--- src/ftp_pkg.sv ---
// ----------------------------------------------------------------------------
// ftp_pkg
// shared types and constants of the fuzzy temperature to pwm controller
// ----------------------------------------------------------------------------
package ftp_pkg;

    localparam int TEMP_W        = 12;
    localparam int CFG_IDX_W     = 3;
    localparam int MU_W          = 13;   // holds the largest membership scale, 4096
    localparam int NUM_SETS      = 5;
    localparam int QUEUE_DEPTH   = 4;    // power of two
    localparam int DEF_DUTY_BITS = 10;
    localparam int DEF_MU_SCALE  = 48;

    // register reset values
    localparam logic signed [TEMP_W-1:0] RST_LOW_LIMIT  = 12'sd768;
    localparam logic signed [TEMP_W-1:0] RST_HIGH_LIMIT = 12'sd816;
    localparam int RST_LEVEL_VERY_COLD = 1023;
    localparam int RST_LEVEL_COLD      = 500;
    localparam int RST_LEVEL_OK        = 250;
    localparam int RST_LEVEL_WARM      = 100;
    localparam int RST_LEVEL_VERY_WARM = 0;

    // membership breakpoints, 1/16 degree
    localparam logic signed [TEMP_W:0] BP_768 = 13'sd768;
    localparam logic signed [TEMP_W:0] BP_776 = 13'sd776;
    localparam logic signed [TEMP_W:0] BP_780 = 13'sd780;
    localparam logic signed [TEMP_W:0] BP_784 = 13'sd784;
    localparam logic signed [TEMP_W:0] BP_792 = 13'sd792;
    localparam logic signed [TEMP_W:0] BP_800 = 13'sd800;
    localparam logic signed [TEMP_W:0] BP_808 = 13'sd808;
    localparam logic signed [TEMP_W:0] BP_816 = 13'sd816;
    localparam logic signed [TEMP_W:0] BP_820 = 13'sd820;
    localparam logic signed [TEMP_W:0] BP_824 = 13'sd824;
    localparam logic signed [TEMP_W:0] BP_832 = 13'sd832;

    typedef enum logic [1:0] {
        ZONE_COLD  = 2'd0,
        ZONE_FUZZY = 2'd1,
        ZONE_HOT   = 2'd2
    } t_zone;

    typedef enum logic [CFG_IDX_W-1:0] {
        CFG_LOW_LIMIT       = 3'd0,
        CFG_HIGH_LIMIT      = 3'd1,
        CFG_LEVEL_VERY_COLD = 3'd2,
        CFG_LEVEL_COLD      = 3'd3,
        CFG_LEVEL_OK        = 3'd4,
        CFG_LEVEL_WARM      = 3'd5,
        CFG_LEVEL_VERY_WARM = 3'd6
    } t_cfg_index;

    // classified word between front and back
    typedef struct packed {
        t_zone                          zone;
        logic [NUM_SETS-1:0][MU_W-1:0]  mu;
    } t_fuzz;

    // side info that rides along the divider
    typedef struct packed {
        t_zone zone;
        logic  den_zero;
    } t_tag;

endpackage

--- src/ftp_front.sv ---
// ----------------------------------------------------------------------------
// ftp_front
// zone classification and membership evaluation, one registered stage
// ----------------------------------------------------------------------------
module ftp_front #(
    parameter int MU_SCALE = ftp_pkg::DEF_MU_SCALE
) (
    input  logic                                i_clk,
    input  logic                                i_rst_n,
    input  logic                                i_valid,
    output logic                                o_stall,
    input  logic signed [ftp_pkg::TEMP_W-1:0]   i_temperature,
    input  logic signed [ftp_pkg::TEMP_W-1:0]   i_low_limit,
    input  logic signed [ftp_pkg::TEMP_W-1:0]   i_high_limit,
    input  logic                                i_q_full,
    output logic                                o_item_valid,
    output ftp_pkg::t_fuzz                      o_item
);

    localparam int MU_W = ftp_pkg::MU_W;

    logic                               r_valid;
    ftp_pkg::t_fuzz                     r_item;
    ftp_pkg::t_fuzz                     n_item;
    logic signed [ftp_pkg::TEMP_W:0]    t;
    logic [MU_W-1:0]                    mu8_tab  [9];
    logic [MU_W-1:0]                    mu12_tab [13];
    logic [MU_W-1:0]                    mu16_tab [17];
    logic signed [ftp_pkg::TEMP_W:0]    d0, d1r, d1f, d2r, d2f, d3r, d3f, d4;

    // slope tables, dist * scale / width truncated
    for (genvar g = 0; g < 9; g++) begin : g_tab8
        localparam int V = g * MU_SCALE / 8;
        assign mu8_tab[g] = MU_W'(V);
    end
    for (genvar g = 0; g < 13; g++) begin : g_tab12
        localparam int V = g * MU_SCALE / 12;
        assign mu12_tab[g] = MU_W'(V);
    end
    for (genvar g = 0; g < 17; g++) begin : g_tab16
        localparam int V = g * MU_SCALE / 16;
        assign mu16_tab[g] = MU_W'(V);
    end

    assign t   = {i_temperature[ftp_pkg::TEMP_W-1], i_temperature};
    assign d0  = ftp_pkg::BP_776 - t;
    assign d1r = t - ftp_pkg::BP_768;
    assign d1f = ftp_pkg::BP_792 - t;
    assign d2r = t - ftp_pkg::BP_784;
    assign d2f = ftp_pkg::BP_816 - t;
    assign d3r = t - ftp_pkg::BP_808;
    assign d3f = ftp_pkg::BP_832 - t;
    assign d4  = t - ftp_pkg::BP_824;

    always_comb begin
        if (i_temperature < i_low_limit) begin
            n_item.zone = ftp_pkg::ZONE_COLD;
        end else if (i_temperature > i_high_limit) begin
            n_item.zone = ftp_pkg::ZONE_HOT;
        end else begin
            n_item.zone = ftp_pkg::ZONE_FUZZY;
        end

        // very cold, left shoulder
        if (t <= ftp_pkg::BP_768) begin
            n_item.mu[0] = MU_W'(MU_SCALE);
        end else if (t <= ftp_pkg::BP_776) begin
            n_item.mu[0] = mu8_tab[d0[3:0]];
        end else begin
            n_item.mu[0] = '0;
        end

        // cold
        if (t <= ftp_pkg::BP_768 || t >= ftp_pkg::BP_792) begin
            n_item.mu[1] = '0;
        end else if (t <= ftp_pkg::BP_780) begin
            n_item.mu[1] = mu12_tab[d1r[3:0]];
        end else begin
            n_item.mu[1] = mu12_tab[d1f[3:0]];
        end

        // ok
        if (t <= ftp_pkg::BP_784 || t >= ftp_pkg::BP_816) begin
            n_item.mu[2] = '0;
        end else if (t <= ftp_pkg::BP_800) begin
            n_item.mu[2] = mu16_tab[d2r[4:0]];
        end else begin
            n_item.mu[2] = mu16_tab[d2f[4:0]];
        end

        // warm
        if (t <= ftp_pkg::BP_808 || t >= ftp_pkg::BP_832) begin
            n_item.mu[3] = '0;
        end else if (t <= ftp_pkg::BP_820) begin
            n_item.mu[3] = mu12_tab[d3r[3:0]];
        end else begin
            n_item.mu[3] = mu12_tab[d3f[3:0]];
        end

        // very warm, right shoulder
        if (t >= ftp_pkg::BP_832) begin
            n_item.mu[4] = MU_W'(MU_SCALE);
        end else if (t >= ftp_pkg::BP_824) begin
            n_item.mu[4] = mu8_tab[d4[3:0]];
        end else begin
            n_item.mu[4] = '0;
        end
    end

    // holds only while a word waits on a full queue
    assign o_stall      = r_valid && i_q_full;
    assign o_item_valid = r_valid;
    assign o_item       = r_item;

    always_ff @(posedge i_clk) begin
        if (!i_rst_n) begin
            r_valid <= 1'b0;
        end else if (!o_stall) begin
            r_valid <= i_valid;
        end
    end

    always_ff @(posedge i_clk) begin
        if (i_valid && !o_stall) begin
            r_item <= n_item;
        end
    end

endmodule

--- src/ftp_queue.sv ---
// ----------------------------------------------------------------------------
// ftp_queue
// short fifo of classified words between front and back
// ----------------------------------------------------------------------------
module ftp_queue (
    input  logic            i_clk,
    input  logic            i_rst_n,
    input  logic            i_push,
    input  ftp_pkg::t_fuzz  i_data,
    input  logic            i_pop,
    output ftp_pkg::t_fuzz  o_data,
    output logic            o_full,
    output logic            o_empty
);

    localparam int DEPTH = ftp_pkg::QUEUE_DEPTH;
    localparam int AW    = $clog2(DEPTH);
    localparam int CW    = $clog2(DEPTH + 1);

    ftp_pkg::t_fuzz r_mem [DEPTH];
    logic [AW-1:0]  r_wr;
    logic [AW-1:0]  r_rd;
    logic [CW-1:0]  r_count;

    assign o_full  = (r_count == CW'(DEPTH));
    assign o_empty = (r_count == '0);
    assign o_data  = r_mem[r_rd];

    always_ff @(posedge i_clk) begin
        if (!i_rst_n) begin
            r_wr    <= '0;
            r_rd    <= '0;
            r_count <= '0;
        end else begin
            if (i_push) begin
                r_wr <= r_wr + 1'b1;
            end
            if (i_pop) begin
                r_rd <= r_rd + 1'b1;
            end
            if (i_push && !i_pop) begin
                r_count <= r_count + 1'b1;
            end else if (i_pop && !i_push) begin
                r_count <= r_count - 1'b1;
            end
        end
    end

    always_ff @(posedge i_clk) begin
        if (i_push) begin
            r_mem[r_wr] <= i_data;
        end
    end

    a_no_overflow: assert property (@(posedge i_clk) disable iff (!i_rst_n)
        !(i_push && o_full))
        else $error("push into full queue");

    a_no_underflow: assert property (@(posedge i_clk) disable iff (!i_rst_n)
        !(i_pop && o_empty))
        else $error("pop from empty queue");

endmodule

--- src/ftp_back.sv ---
// ----------------------------------------------------------------------------
// ftp_back
// weighted sums, pipelined centroid divide with rounding, output register
// ----------------------------------------------------------------------------
module ftp_back #(
    parameter int DUTY_BITS = ftp_pkg::DEF_DUTY_BITS
) (
    input  logic                                        i_clk,
    input  logic                                        i_rst_n,
    input  logic                                        i_q_empty,
    input  ftp_pkg::t_fuzz                              i_q_data,
    output logic                                        o_q_pop,
    input  logic [ftp_pkg::NUM_SETS-1:0][DUTY_BITS-1:0] i_levels,
    output logic                                        o_valid,
    input  logic                                        i_stall,
    output logic [DUTY_BITS-1:0]                        o_pwm_duty,
    output ftp_pkg::t_zone                              o_zone
);

    localparam int MU_W = ftp_pkg::MU_W;
    localparam int NS   = ftp_pkg::NUM_SETS;
    localparam int PW   = MU_W + DUTY_BITS;
    localparam int NUMW = PW + 3;
    localparam int DENW = MU_W + 3;
    localparam int NW   = NUMW + 2;
    localparam int DW   = DENW + 1;
    localparam int QB   = DUTY_BITS + 1;

    logic                       en;

    // product stage
    logic                       r_v0;
    ftp_pkg::t_zone             r_zone0;
    logic [NS-1:0][PW-1:0]      r_prod;
    logic [NS-1:0][MU_W-1:0]    r_mu;

    // sum stage
    logic [NUMW-1:0]            num;
    logic [DENW-1:0]            den;

    // divider stages, index 0 is the sum stage
    logic                       r_vld [QB+1];
    ftp_pkg::t_tag              r_tag [QB+1];
    logic [NW-1:0]              r_rem [QB+1];
    logic [DW-1:0]              r_div [QB+1];
    logic [QB-1:0]              r_quo [QB+1];

    logic                       r_ovalid;
    logic [DUTY_BITS-1:0]       r_duty;
    ftp_pkg::t_zone             r_zone;
    logic [DUTY_BITS-1:0]       n_duty;

    assign en      = !r_ovalid || !i_stall;
    assign o_q_pop = en && !i_q_empty;

    always_ff @(posedge i_clk) begin
        if (!i_rst_n) begin
            r_v0 <= 1'b0;
        end else if (en) begin
            r_v0 <= !i_q_empty;
        end
    end

    always_ff @(posedge i_clk) begin
        if (en) begin
            r_zone0 <= i_q_data.zone;
            r_mu    <= i_q_data.mu;
            for (int j = 0; j < NS; j++) begin
                r_prod[j] <= PW'(i_q_data.mu[j]) * PW'(i_levels[j]);
            end
        end
    end

    always_comb begin
        num = '0;
        den = '0;
        for (int j = 0; j < NS; j++) begin
            num = num + NUMW'(r_prod[j]);
            den = den + DENW'(r_mu[j]);
        end
    end

    // round half up: (2 num + den) / (2 den)
    always_ff @(posedge i_clk) begin
        if (!i_rst_n) begin
            r_vld[0] <= 1'b0;
        end else if (en) begin
            r_vld[0] <= r_v0;
        end
    end

    always_ff @(posedge i_clk) begin
        if (en) begin
            r_tag[0].zone     <= r_zone0;
            r_tag[0].den_zero <= (den == '0);
            r_rem[0]          <= {num, 1'b0} + NW'(den);
            r_div[0]          <= {den, 1'b0};
            r_quo[0]          <= '0;
        end
    end

    // restoring divide, one quotient bit per stage, msb first
    for (genvar k = 0; k < QB; k++) begin : g_div
        localparam int SH = QB - 1 - k;
        logic [NW-1:0] shd;
        logic          ge;

        assign shd = NW'(r_div[k]) << SH;
        assign ge  = (r_rem[k] >= shd);

        always_ff @(posedge i_clk) begin
            if (!i_rst_n) begin
                r_vld[k+1] <= 1'b0;
            end else if (en) begin
                r_vld[k+1] <= r_vld[k];
            end
        end

        always_ff @(posedge i_clk) begin
            if (en) begin
                r_tag[k+1]     <= r_tag[k];
                r_div[k+1]     <= r_div[k];
                r_rem[k+1]     <= ge ? (r_rem[k] - shd) : r_rem[k];
                r_quo[k+1]     <= r_quo[k] | (QB'(ge) << SH);
            end
        end
    end

    always_comb begin
        case (r_tag[QB].zone)
            ftp_pkg::ZONE_COLD: n_duty = i_levels[0];
            ftp_pkg::ZONE_FUZZY: begin
                if (r_tag[QB].den_zero) begin
                    n_duty = '0;
                end else if (r_quo[QB][QB-1]) begin
                    n_duty = '1;
                end else begin
                    n_duty = r_quo[QB][DUTY_BITS-1:0];
                end
            end
            default: n_duty = '0;
        endcase
    end

    always_ff @(posedge i_clk) begin
        if (!i_rst_n) begin
            r_ovalid <= 1'b0;
        end else if (en) begin
            r_ovalid <= r_vld[QB];
        end
    end

    always_ff @(posedge i_clk) begin
        if (en) begin
            r_duty <= n_duty;
            r_zone <= r_tag[QB].zone;
        end
    end

    assign o_valid    = r_ovalid;
    assign o_pwm_duty = r_duty;
    assign o_zone     = r_zone;

    a_hot_is_off: assert property (@(posedge i_clk) disable iff (!i_rst_n)
        r_ovalid && r_zone == ftp_pkg::ZONE_HOT |-> r_duty == '0)
        else $error("hot zone word with nonzero duty");

    a_zone_code: assert property (@(posedge i_clk) disable iff (!i_rst_n)
        r_ovalid |-> r_zone == ftp_pkg::ZONE_COLD || r_zone == ftp_pkg::ZONE_FUZZY
                     || r_zone == ftp_pkg::ZONE_HOT)
        else $error("output word with unused zone code");

endmodule

--- src/fuzzy_temperature_to_pwm.sv ---
// ----------------------------------------------------------------------------
// fuzzy_temperature_to_pwm
// fuzzy heater duty controller with centroid defuzzification
// ----------------------------------------------------------------------------
// takes one signed temperature word in 1/16 degree units and returns one word
// holding a heater duty and a zone code; below the low limit the duty is the
// very cold level (zone 0), above the high limit it is 0 (zone 2), otherwise
// five fixed membership sets are weighted by the level registers and the
// centroid is rounded half up and clamped (zone 1); throughput is one word per
// clock while no stall holds the flow, set by the one-bit-per-stage divider
// pipeline; a word passes the front stage, queue, product stage, sum stage,
// DUTY_BITS + 1 divider stages and output register; a four-word queue between
// classification and arithmetic lets the two halves stall on their own, and a
// finished word waiting in the output register holds the whole back pipeline;
// the user must write registers through a plain write port while the block is
// idle, which the block itself does not enforce; writes to the unused index are dropped
// ----------------------------------------------------------------------------
module fuzzy_temperature_to_pwm #(
    parameter int DUTY_BITS = ftp_pkg::DEF_DUTY_BITS,   // 8 .. 16
    parameter int MU_SCALE  = ftp_pkg::DEF_MU_SCALE,    // 48 .. 4096
    localparam int CFG_W    = (DUTY_BITS > ftp_pkg::TEMP_W) ? DUTY_BITS : ftp_pkg::TEMP_W
) (
    input  logic                                i_clk,
    input  logic                                i_rst_n,

    // register write port
    input  logic                                i_cfg_we,
    input  logic [ftp_pkg::CFG_IDX_W-1:0]       i_cfg_index,
    input  logic [CFG_W-1:0]                    i_cfg_data,

    // temperature words in
    input  logic                                i_valid,
    output logic                                o_stall,
    input  logic signed [ftp_pkg::TEMP_W-1:0]   i_temperature,

    // duty words out
    output logic                                o_valid,
    input  logic                                i_stall,
    output logic [DUTY_BITS-1:0]                o_pwm_duty,
    output logic [1:0]                          o_zone
);

    localparam int NS = ftp_pkg::NUM_SETS;

    // configuration registers
    logic signed [ftp_pkg::TEMP_W-1:0]  r_low_limit;
    logic signed [ftp_pkg::TEMP_W-1:0]  r_high_limit;
    logic [NS-1:0][DUTY_BITS-1:0]       r_levels;

    // front to queue to back
    logic               front_valid;
    ftp_pkg::t_fuzz     front_item;
    logic               q_full;
    logic               q_empty;
    logic               q_pop;
    ftp_pkg::t_fuzz     q_head;
    ftp_pkg::t_zone     back_zone;

    always_ff @(posedge i_clk) begin
        if (!i_rst_n) begin
            r_low_limit  <= ftp_pkg::RST_LOW_LIMIT;
            r_high_limit <= ftp_pkg::RST_HIGH_LIMIT;
            r_levels[0]  <= DUTY_BITS'(ftp_pkg::RST_LEVEL_VERY_COLD);
            r_levels[1]  <= DUTY_BITS'(ftp_pkg::RST_LEVEL_COLD);
            r_levels[2]  <= DUTY_BITS'(ftp_pkg::RST_LEVEL_OK);
            r_levels[3]  <= DUTY_BITS'(ftp_pkg::RST_LEVEL_WARM);
            r_levels[4]  <= DUTY_BITS'(ftp_pkg::RST_LEVEL_VERY_WARM);
        end else if (i_cfg_we) begin
            case (ftp_pkg::t_cfg_index'(i_cfg_index))
                ftp_pkg::CFG_LOW_LIMIT:       r_low_limit  <= i_cfg_data[ftp_pkg::TEMP_W-1:0];
                ftp_pkg::CFG_HIGH_LIMIT:      r_high_limit <= i_cfg_data[ftp_pkg::TEMP_W-1:0];
                ftp_pkg::CFG_LEVEL_VERY_COLD: r_levels[0]  <= i_cfg_data[DUTY_BITS-1:0];
                ftp_pkg::CFG_LEVEL_COLD:      r_levels[1]  <= i_cfg_data[DUTY_BITS-1:0];
                ftp_pkg::CFG_LEVEL_OK:        r_levels[2]  <= i_cfg_data[DUTY_BITS-1:0];
                ftp_pkg::CFG_LEVEL_WARM:      r_levels[3]  <= i_cfg_data[DUTY_BITS-1:0];
                ftp_pkg::CFG_LEVEL_VERY_WARM: r_levels[4]  <= i_cfg_data[DUTY_BITS-1:0];
                default: ;  // unused index, write dropped
            endcase
        end
    end

    // zone decision and memberships
    ftp_front #(
        .MU_SCALE      (MU_SCALE)
    ) u_front (
        .i_clk         (i_clk),
        .i_rst_n       (i_rst_n),
        .i_valid       (i_valid),
        .o_stall       (o_stall),
        .i_temperature (i_temperature),
        .i_low_limit   (r_low_limit),
        .i_high_limit  (r_high_limit),
        .i_q_full      (q_full),
        .o_item_valid  (front_valid),
        .o_item        (front_item)
    );

    // decoupling queue, push whenever the front holds a word and there is room
    ftp_queue u_queue (
        .i_clk   (i_clk),
        .i_rst_n (i_rst_n),
        .i_push  (front_valid && !q_full),
        .i_data  (front_item),
        .i_pop   (q_pop),
        .o_data  (q_head),
        .o_full  (q_full),
        .o_empty (q_empty)
    );

    // centroid arithmetic and output register
    ftp_back #(
        .DUTY_BITS  (DUTY_BITS)
    ) u_back (
        .i_clk      (i_clk),
        .i_rst_n    (i_rst_n),
        .i_q_empty  (q_empty),
        .i_q_data   (q_head),
        .o_q_pop    (q_pop),
        .i_levels   (r_levels),
        .o_valid    (o_valid),
        .i_stall    (i_stall),
        .o_pwm_duty (o_pwm_duty),
        .o_zone     (back_zone)
    );

    assign o_zone = back_zone;

endmodule
--- config.mk ---
export PLATFORM = sky130hd
export DESIGN_NAME = fuzzy_temperature_to_pwm
export DESIGN_NICKNAME = d
export VERILOG_FILES = /design/src/ftp_pkg.sv /design/src/ftp_front.sv /design/src/ftp_queue.sv /design/src/ftp_back.sv /design/src/fuzzy_temperature_to_pwm.sv
export SDC_FILE = /design/constraint.sdc
export NUM_CORES = 2
export LEC_CHECK = 0
export BUFFER_PORTS_ARGS = -buffer_cell sky130_fd_sc_hd__buf_2
export CORE_MARGIN = 10
export CORE_UTILIZATION = 54
export DETAILED_ROUTE_END_ITERATION = 16
export PLACE_DENSITY = 0.7
export SYNTH_ARGS = -nofsm -noshare
export SYNTH_HDL_FRONTEND = slang
export SYNTH_HIERARCHICAL = 1
export SYNTH_SLANG_ARGS = --single-unit
--- constraint.sdc ---
create_clock -name i_clk -period 47.2 [get_ports i_clk]
set_clock_uncertainty 0.05 [all_clocks]
set_input_delay 4.72 -clock i_clk [delete_from_list [all_inputs] [get_ports i_clk]]
set_output_delay 4.72 -clock i_clk [all_outputs]
set_load 0.01 [all_outputs]
# Word-level counts from Yosys, hierarchy flattened

Memories as Yosys holds them, arrays and structs flattened. A register that Yosys moved wholly into a read port is not among the register bits.
Cells that the tools add are included.

Latch bits: 0
RAM bits: 988
Register bits: 344
ROM bits: 2080
Output and inout port bits: 14
Input port bits: 32
Memories kept: 14

Bitwise logic cells: 33
$add $sub $neg: 32
Magnitude comparators: 32
Div/mod/pow operators: 0
Reductions and logical operators: 32
$mul: 5
Shift-type cells: 0
Muxes and demuxes: 59
Eq/ne operators: 8

Memories:

| memory          | depth | bits a word | read ports | clocked after memory_dff | write ports | RTL line        | RTL |
|---|---|---|---|---|---|---|---|
| (no name shown) | 32    | 13          | 1          | 0                        | 0           | ftp_front.sv:86 | `n_item.mu[2] = mu16_tab[d2r[4:0]];` |
| (no name shown) | 32    | 13          | 1          | 0                        | 0           | ftp_front.sv:88 | `n_item.mu[2] = mu16_tab[d2f[4:0]];` |
| u_back.r_rem    | 12    | 28          | 11         | 0                        | 12          | ftp_back.sv:44  | `logic [NW-1:0] r_rem [QB+1];` |
| u_queue.r_mem   | 4     | 67          | 1          | 1                        | 1           | ftp_queue.sv:20 | `ftp_pkg::t_fuzz r_mem [DEPTH];` |
| (no name shown) | 16    | 13          | 1          | 0                        | 0           | ftp_front.sv:68 | `n_item.mu[0] = mu8_tab[d0[3:0]];` |
| (no name shown) | 16    | 13          | 1          | 0                        | 0           | ftp_front.sv:77 | `n_item.mu[1] = mu12_tab[d1r[3:0]];` |
| +8 memories     | -     | -           | -          | -                        | -           | -               |  |

Operators by type and width:

| operator             | count |
|---|---|
| $mux 28              | 11 |
| $mux 13              | 19 |
| $mul 13x10->23       | 5 |
| $le 12x11->1 const B | 7 |
| $add 26x23->26       | 3 |
| $add 16x13->16       | 3 |
| $ge 12x11->1 const B | 4 |
| $ge 5x5->1 const B   | 6 |
| $not 4->5            | 6 |
| $add 27x16->28       | 1 |
| $ge 28x17->1         | 1 |
| $ge 28x18->1         | 1 |
| $ge 28x19->1         | 1 |
| $ge 28x20->1         | 1 |
| $ge 28x21->1         | 1 |
| $ge 28x22->1         | 1 |
| $ge 28x23->1         | 1 |
| $ge 28x24->1         | 1 |
| $ge 28x25->1         | 1 |
| $ge 28x26->1         | 1 |
| $ge 28x27->1         | 1 |
| $sub 28x17->28       | 1 |
| $sub 28x18->28       | 1 |
| $sub 28x19->28       | 1 |
| 55 further kinds     | 122 |

# Logic depth before layout (Yosys ltp)

Depth in word-level cells: 7
Mapped depth: 27
Depth with buffers taken out: 24

# By module

Netlist, hierarchy kept.

By module, submodules not included:

| module                   | cells each | instances | area each (um^2) |
|---|---|---|---|
| ftp_back                 | 5712       | 1         | 60932.2 |
| ftp_queue                | 393        | 1         | 10147.2 |
| fuzzy_temperature_to_pwm | 277        | 1         | 2901.5 |
| ftp_front                | 288        | 1         | 2640.0 |

# Least setup slack after synthesis

No wires, ideal clock.

Path type: input to register
From: in i_stall
To: mem u_back.r_vld[0] (data pin)
Stages: 3
Path buffers: 1
Arrival: 27.264 ns
Data required time: 46.869 ns
Path slack: 19.605 ns
Cell sequence: nand2_1 > clkbuf_1 > and3_1

RTL lines:

| element            | RTL line                       | RTL |
|---|---|---|
| start: declaration | fuzzy_temperature_to_pwm.sv:38 | `input logic i_stall,` |
| end: declaration   | ftp_back.sv:42                 | `logic r_vld [QB+1];` |

==> impl_metrics.ini <==
[run_status]
outcome = complete, no violations

[yosys]
ys_warn_count = 6
ys_seq_elements = 1161
syn-cell-area_um2 = 76600
ys.flop_type = edfxtp_1
async_flop_share_pct = 0
synth_cell_types = 98
seq_area_frac_synth_pct = 44.4
yosysMostFrequentCell = inv_1
yosys.area.top_type = edfxtp_1
synth_cells = 6670
yosys-top-cells-count = 1121 x inv_1, 1074 x edfxtp_1, 629 x nand2_1
synth_enable_flop_cells = 1074
synth_area_leaders = edfxtp_1 42%, fa_1 14%, ha_1 9.0%
synth_top_area_share_pct = 42.1
syn_avg_cell_area_um2 = 11.5

[placed_design]
place.gp.congestion = 0.924
portBuffers = 45
dp_cells = 8445
hpwl_mm = 125

[clock_network]
cts_made_buffers = 119
cts.sinks = 1161
path_clk_slew_ns = 0.06
post_cts_buffers = 0
htree_levels = 3
ctsResizeCount = 0
postCtsHoldBufs = 0
root_buffer = clkbuf_16
clock_path_buffers = 3
cts_tree = yes
clk_latency_ns = 0.75

[detailed_routing]
ant_nets = 0
drc = 0
vias = 47200
drt_iter0_markers = 2945
routedWlPerCell_um = 19.1
post_drt_via_cell_ratio = 5.44
drt-total-wl_mm = 166
first_pass_iters = 6

[sta]
max_freq_mhz = 95.5
min_period_ns = 10.47
tightest_slew_ns = 1.15
rsz0062_at_grt = no
fin_tns_setup_ns = 0
maxSlewViolCount = 0
period_share_pct = 22.2
finalHoldViolations = 0
max_slew_margin_pct = 23.1
setup_viol = 0

[finish]
fillCellCount = 11500
multi_input_area_um2 = 37400
num-nets-final = 7810
fin_cells = 8669
synthToLayoutAreaGrowth_pct = 7.68
antenna_cells = 0
register_area_um2 = 34000
layout-drive-gt1-share_pct = 6.11

[global_route]
grt_pass1_vias = 49400
grt-busiest-layer = met2
gr-total-overflow = 0
grt_use_total_pct = 21.3
grt_start_max_net_pins = 97
antenna_found_initial = 3
grt_use_met2_pct = 37.5
grt_pass1_wl_mm = 267
use_met3_pct = 2.90
gr-usage-met1_pct = 26.2

[critical_path]
start_kind = input pin
path_class = in -> reg
r2r_end = u_back/r_prod[90]
crit_fanout = 96
crit_arrival_ns = 10.76
r2r_slack_ns = 39.26
startpoint = i_stall
worstPathRequired_ns = 47.50
endpoint_kind = register
crit_path_end = u_back/r_rem[0][65]
reg2reg_depth = 20

[floorplan]
die_area_um2 = 157000
die_w_um = 397
die_height_um = 397
ios = 46
core_um2 = 141000
initial_core_util_pct = 54.2
num_rows = 138

[run]
maxCapViolCount = 0

[hold_path]
min_path_type = reg -> reg
## worst min-delay path by stage
stage / from / endpoint / cells after the start
2_1_floorplan: u_back/r_quo[9][10] / u_back/r_quo[10][10] / 0
3_3_place_gp: u_back/r_tag[0][3] / u_back/r_tag[0][6] / 0
3_5_place_dp: u_back/r_quo[6][5] / u_back/r_quo[7][5] / 0
4_1_cts: u_back/r_tag[1][1] / u_back/r_tag[1][4] / 0
5_1_grt: u_back/r_tag[1][1] / u_back/r_tag[1][4] / 0
6_report: u_back/r_tag[0][6] / u_back/r_tag[0][9] / 0
## placed cells by master, fill, tap and decap left out, drive strengths merged, types with 14 or more instances in the layout
| cell | count |
|---|---|
| a211oi | 26 |
| a21boi | 40 |
| a21o | 93 |
| a21oi | 273 |
| a31oi | 29 |
| and2 | 305 |
| and3 | 32 |
| buf | 82 |
| bufinv | 14 |
| clkbuf | 146 |
| clkinv | 48 |
| conb | 42 |
| dfxtp | 87 |
| edfxtp | 1074 |
| fa | 548 |
| ha | 554 |
| inv | 1126 |
| mux2 | 17 |
| mux2i | 97 |
| mux4 | 67 |
| nand2 | 630 |
| nand2b | 47 |
| nand3 | 53 |
| nand4 | 38 |
| nor2 | 280 |
| nor2b | 106 |
| nor3 | 67 |
| nor4 | 29 |
| o21a | 34 |
| o21ai | 185 |
| o21bai | 34 |
| o31ai | 29 |
| or3 | 27 |
| or4 | 16 |
| xnor2 | 204 |
| xor2 | 112 |
## flip-flops by register name (all words and copies together) (netlist names), 26 cells and up, named ones only
name	count
u_back/r_mu	65
r_levels	50
u_front/o_item	26
u_back/r_rem	308
u_back/r_prod	115
u_queue/r_mem	268
u_back/r_div	165
u_back/r_quo	66
u_back/r_tag	36
## kinds of logic after synthesis
| kind of cell | Yosys count | share of synthesized area [%] |
|---|---|---|
| other cells | 2 | 0.00980 |
| flops | 1161 | 44.4 |
| xor+xnor | 317 | 3.67 |
| fa+ha+maj | 1102 | 23.4 |
| mux | 181 | 3.49 |
| buf+inv | 1358 | 7.03 |
| compound gates | 849 | 7.07 |
| simple gates | 1700 | 11.0 |
## critical path, cell delays in order
cell and delay, ns:
buf_2 0.14, nand2_4 0.35, buf_4 0.74, buf_4 0.82, buf_4 0.78, buf_4 0.93, buf_4 0.92, buf_4 1.02
## per-layer routing
layer	wire, µm	vias up
met5	13	-
met4	7700	2
met3	7000	335
met2	83000	1087
met1	67800	23300
li1	-	22400
## stage by stage
step                util, %  instance area [µm²]  setup slack, ns  hold WS [ns]
floorplan                 -                76800            19.60         0.350
global placement       55.6                78500            36.14         0.351
detailed placement     55.6                78500            35.98         0.355
CTS                    58.4                82500            36.79         0.367
global route           58.4                82500            36.24         0.371
finish                 58.4                82500            36.73         0.367
## cell type report
| cell class | instances | area share (%) |
|---|---|---|
| multi-input combinational | 4191 | 45.4 |
| sequential | 1161 | 41.2 |
| timing repair buffer | 82 | 0.613 |
| clock buffer | 146 | 3.82 |
| inverter | 1121 | 5.10 |
| tap | 1890 | 2.87 |
| clock inverter | 78 | 1.02 |
Power is left out: the tool's default activity adds up to more than one toggle a clock period on the data nets, which glitch-free logic cannot reach.
